### src/rtl/core/kmpq_ram.sv
//------------------------------------------------------------------------------
// kmpq_ram
// Generic single-write, single-read RAM with registered read data.
//------------------------------------------------------------------------------
`default_nettype none

module kmpq_ram #(
	parameter int WIDTH = 32,
	parameter int DEPTH = 64
) (
	input  wire logic                     clk,
	input  wire logic                     we,
	input  wire logic [$clog2(DEPTH)-1:0] waddr,
	input  wire logic [WIDTH-1:0]         wdata,
	input  wire logic [$clog2(DEPTH)-1:0] raddr,
	output logic      [WIDTH-1:0]         rdata
);

	logic [WIDTH-1:0] mem [DEPTH];

	always_ff @(posedge clk) begin
		if (we) begin
			mem[waddr] <= wdata;
		end
		rdata <= mem[raddr];
	end

endmodule

`default_nettype wire

### config.mk
export PLATFORM = sky130hd
export DESIGN_NAME = kmpq_ram
export DESIGN_NICKNAME = d
export VERILOG_FILES = /design/src/rtl/core/kmpq_ram.sv
export SDC_FILE = /design/constraint.sdc
export NUM_CORES = 2
export LEC_CHECK = 0
export BUFFER_PORTS_ARGS = -buffer_cell sky130_fd_sc_hd__buf_2
export CAP_MARGIN = 20
export CORE_UTILIZATION = 45
export CTS_BUF_LIST = sky130_fd_sc_hd__clkbuf_4 sky130_fd_sc_hd__clkbuf_8
export DETAILED_ROUTE_END_ITERATION = 8
export PLACE_DENSITY = 0.6
export SYNTH_ARGS = -nofsm -noshare
export SYNTH_HDL_FRONTEND = slang
export SYNTH_SLANG_ARGS = --single-unit
### constraint.sdc
create_clock -name clk -period 4.4 [get_ports clk]
set_clock_uncertainty 0.2 [all_clocks]
set_input_delay 0.88 -clock clk [delete_from_list [all_inputs] [get_ports clk]]
set_output_delay 0.88 -clock clk [all_outputs]
set_load 0.01 [all_outputs]
======== Yosys cells after proc, flatten, opt, wreduce, memory -nomap -nowiden ========
Memories as Yosys holds them, arrays and structs flattened. A register that Yosys moved wholly into a read port is not among the register bits.
Index checks and enable logic that the tools add are counted.
Widths: inputs -> output; s select.
operators by class
  multiplexer cells ....................... 2
operators by type and width
  cell    count
  $mux 1  2
storage, ports and cells
  output and inout bits ................... 32
  input bits .............................. 46
  register bits after elaboration ......... 0
  RAM bits ................................ 2048
  memories kept ........................... 1
memories
  memory  depth  bits a word  rd ports  clocked after Yosys merged registers in  write ports  RTL line  text
  mem     64     32           1         1                                        1            19        logic [WIDTH-1:0] mem [DEPTH];

======== Logic depth before layout (Yosys ltp) ========
  depth after elaboration ................. 2
  gate-level depth with buffers ........... 10
  mapped depth without buffers ............ 5

======== Worst setup path after synthesis ========
Ideal clock, no wire load.
  path type ............................... input to register
  from .................................... input waddr[3]
  to ...................................... memory mem[48][0], enable pin
  path slack .............................. 0.160 ns
  stages on the path ...................... 4
  data arrival time ....................... 3.579 ns
  buffers on the path ..................... 1
  cell sequence ........................... clkbuf_1 -> nor2b_1 -> nand4b_1 -> nor3_1
RTL lines
  what             RTL line  text
  start, declared  13        input wire logic [$clog2(DEPTH)-1:0] waddr,
  end, declared    19
Straight into the memory's write port.

======== Worst setup path in the final report ========
  from .................................... register rdata[11] (read register of mem)
  to ...................................... output rdata[11]
RTL lines
  what             RTL line  text
  start, declared  16        output logic [WIDTH-1:0] rdata
No word-level cell between the ends.

==> key figures <==
Setup path
  – Crit path buffers/inverters: 1
  – Crit path max-delay family: flip-flops
  – Worst path arrival time: roughly 2 ns
  – CP Cell Sequence: buf_2
  – Crit path max fanout: 1
  – Crit. Startpoint: rdata[11]
  – FF-to-FF Start: mem[15][11]
  – R2R Setup Slk: ~1.8 ns
  – Crit end category: output pin
  – CP max stage cell: dfxtp_1
  – Type of origin of the critical path: flop
  – WS Path Type: reg -> out
  – Worst Path Required: about 3.3 ns
  – Worst path max stage delay: slightly below 0.8 ns

Synth
  – Largest family of logic cells by synthesized area: multiplexers
  – Seq/Total Area, Yosys: 0.791
  – Ys async rst share: 0
  – Mapped Cells: between 3000 and 4000
  – Synth Area in Adders: 0
  – Simple-gate share of the synthesized area: 0.0127
  – Synth Area in Compound Gates: 0.0167
  – Syn Std Cell Area: between 70000 and 80000 µm²
  – Seq cells post-synth: approximately 2100
  – Mux contribution to synthesized area: 0.168
  – Post-synth top flop: edfxtp_1
  – Warnings from Yosys: 0
  – Post-synth EDFFs: between 2000 and 2500
  – Syn Area/Cell: 23.6 µm²
  – Distinct cells, synth: 34
  – XOR/XNOR share of the synthesized area: 0
  – Post-Syn Nets: between 3000 and 4000

Pwr
  – Int Power: approximately 32000 µW
  – Switching part of the total: 0.218
  – Clock power frac: 0.403
  – NetSw: 8860 µW
  – Static Leak: around 0.029 µW
  – VDD IR max: about 0.35 mV
  – Seq pwr share: 0.544
  – Combinational power share: 0.053
  – Power Dens Cells: roughly 450 nW/µm²

Place
  – Placed Cells: between 5000 and 6000
  – IO Port Bufs: 77
  – RD Place Congestion: between 0.8 and 0.9
  – Dpl ws: approximately 0.3 ns
  – HPWL after DPL: about 120000 µm

GRT
  – Largest net degree at the start of global routing: 65
  – Vias in the first global route: 38900
  – GRT Total Usage: 0.241
  – Total congestion overflow: 0
  – First-pass GRT wire length: approximately 300000 µm
  – Initial antenna violation count: 16

STA
  – Fin. max-slew vios: 0
  – Worst rel slew slack: 0.241
  – Measured slew at the worst slew-check pin: about 1.1 ns
  – RSZ-0062 raised after global routing: no
  – Setup ws final: 1.31 ns
  – Crit path time final: 3.09 ns
  – Final period util: 0.703
  – Setup tns final: 0 ns
  – Achievable frequency: ~320 MHz
  – Final Hold Viols: 0
  – Setup Viol. Count Final: 0

Die
  – Starting Density: 0.455
  – Row cnt: around 150
  – IO Pins: 78
  – Die Span Y: 420 µm
  – Core Area: ~170000 µm²
  – Die Wd: roughly 420 µm
  – Die area: between 150000 and 200000 µm²

Drt
  – Post-DR vias/cell: 5.98
  – Initial drt markers: ~4400
  – 1st-pass router iterations: 5
  – Vias: around 38000
  – Antenna viol nets, final: 0
  – Routed len/inst: 32.7 µm
  – Final wirelength: 209000 µm
  – DRC: 0

Clock network
  – Total CTS buffers: 350
  – TritonCTS clock tree: built
  – H-tree depth: 5
  – Worst-Skew Late Latency: just over 1 ns
  – Clk buf depth: 4
  – Post_cts resized: 0
  – Hold-fix buffers, CTS: 1
  – CTS Root Cell: clkbuf_8
  – Clock transition at path regs: around 0.060 ns
  – Post-CTS setup buffer count: 0
  – Clock Sinks: 2080

Finish
  – Share of cells above drive strength 1: 0.358
  – Final nets: between 3000 and 4000
  – Layout Cells excl Fill: between 6000 and 7000
  – Post-layout util: 0.526
  – Area growth syn-to-layout: 15.5%

Run
  – Max-cap violation count: 0

Min path
  – Hold Path Origin: wdata[31]
  – Hold Crit Class: in -> reg

Run status
  – Outcome: finished, final reports clean
[cells in the final DEF (no fill, tap or decap), types with 70 or more instances in the layout]
| cell | synthesis | final |
|---|---|---|
| mux2i_1 | 93 | 93 |
| buf_12 | 0 | 70 |
| o22ai_1 | 84 | 84 |
| nor2_1 | 137 | 75 |
| clkbuf_8 | 0 | 366 |
| clkbuf_4 | 0 | 124 |
| clkinv_1 | 0 | 75 |
| buf_4 | 25 | 164 |
| buf_2 | 57 | 73 |
| edfxtp_1 | 2048 | 2048 |
| mux4_2 | 544 | 544 |
[final cells by class]
cell class | count | area (µm²)
sequential | 2080 | 62100
clock inverter | 115 | 601
antenna | 7 | 17.5
multi-input combinational | 1062 | 16000
clock buffer | 490 | 5970
fill | 13300 | 81800
tap | 2310 | 2890
timing repair buffer | 317 | 3130
[per-layer routing]
| metal | up-vias | part of all wire | track usage |
|---|---|---|---|
| met5 | - | 0.00020 | 0 |
| met4 | 6 | 0.026 | 0.0732 |
| met3 | 307 | 0.081 | 0.0477 |
| met2 | 1804 | 0.48 | 0.380 |
| met1 | 20700 | 0.41 | 0.340 |
| li1 | 15300 | - | - |
[kinds of logic after synthesis]
kind of cell / Yosys count
muxes: 637
buffers and inverters: 182
AOI/OAI and AO/OA: 202
and+or+nand+nor: 223
DFF: 2080
[final timing paths]
check | to | depth (start not counted)
worst max-delay path | rdata[11] | 1
worst min-delay path | mem[32][31] | 1
worst max register to register | rdata[11] | 4
worst min register to register | rdata[20] | 4
[synthesized netlist by cell type, types with 3 or more instances]
cell | instances | area, µm²
buf_1 | 21 | 78.8
buf_2 | 57 | 285
a41o_1 | 4 | 40.0
buf_4 | 25 | 188
buf_6 | 5 | 56.3
edfxtp_1 | 2048 | 61500
or3b_2 | 3 | 26.3
nor2b_1 | 15 | 93.8
a311oi_1 | 8 | 70.1
o22ai_1 | 84 | 526
a21oi_1 | 62 | 310
and3_1 | 4 | 25.0
clkbuf_1 | 74 | 278
a22oi_1 | 12 | 90.1
nand3_1 | 5 | 25.0
nand2_1 | 26 | 97.6
nand3b_1 | 5 | 37.5
o221ai_1 | 27 | 236
mux4_2 | 544 | 12300
or3_1 | 3 | 18.8
dfxtp_1 | 32 | 641
nor3_1 | 7 | 35.0
mux2i_1 | 93 | 931
o32ai_1 | 4 | 35.0
nor2_1 | 137 | 514
nand2b_1 | 8 | 50.1
[state kept, by name (all words and copies together) (netlist names)]
name   count
rdata     32
mem     2048
[metrics by stage]
stage	total power (µW)	cell area (µm²)	hold WS [ns]
final	40600	90700	0.0868
after global routing	41800	90700	0.0256
after CTS	40900	90500	0.0142
after detailed placement	24600	83900	0.534
after global placement	24600	83800	0.512
after floorplan	23500	78500	0.463
[power by group through the flow]
stage | combinational (µW) | clock [µW] | sequential [µW]
finish | 2150 | 16400 | 22000
global route | 2260 | 17500 | 22000
CTS | 2140 | 16700 | 22100
detailed placement | 2140 | 0 | 22500
global placement | 2110 | 0 | 22500
floorplan | 1070 | 0 | 22400
(Power assumes the default switching activity.)
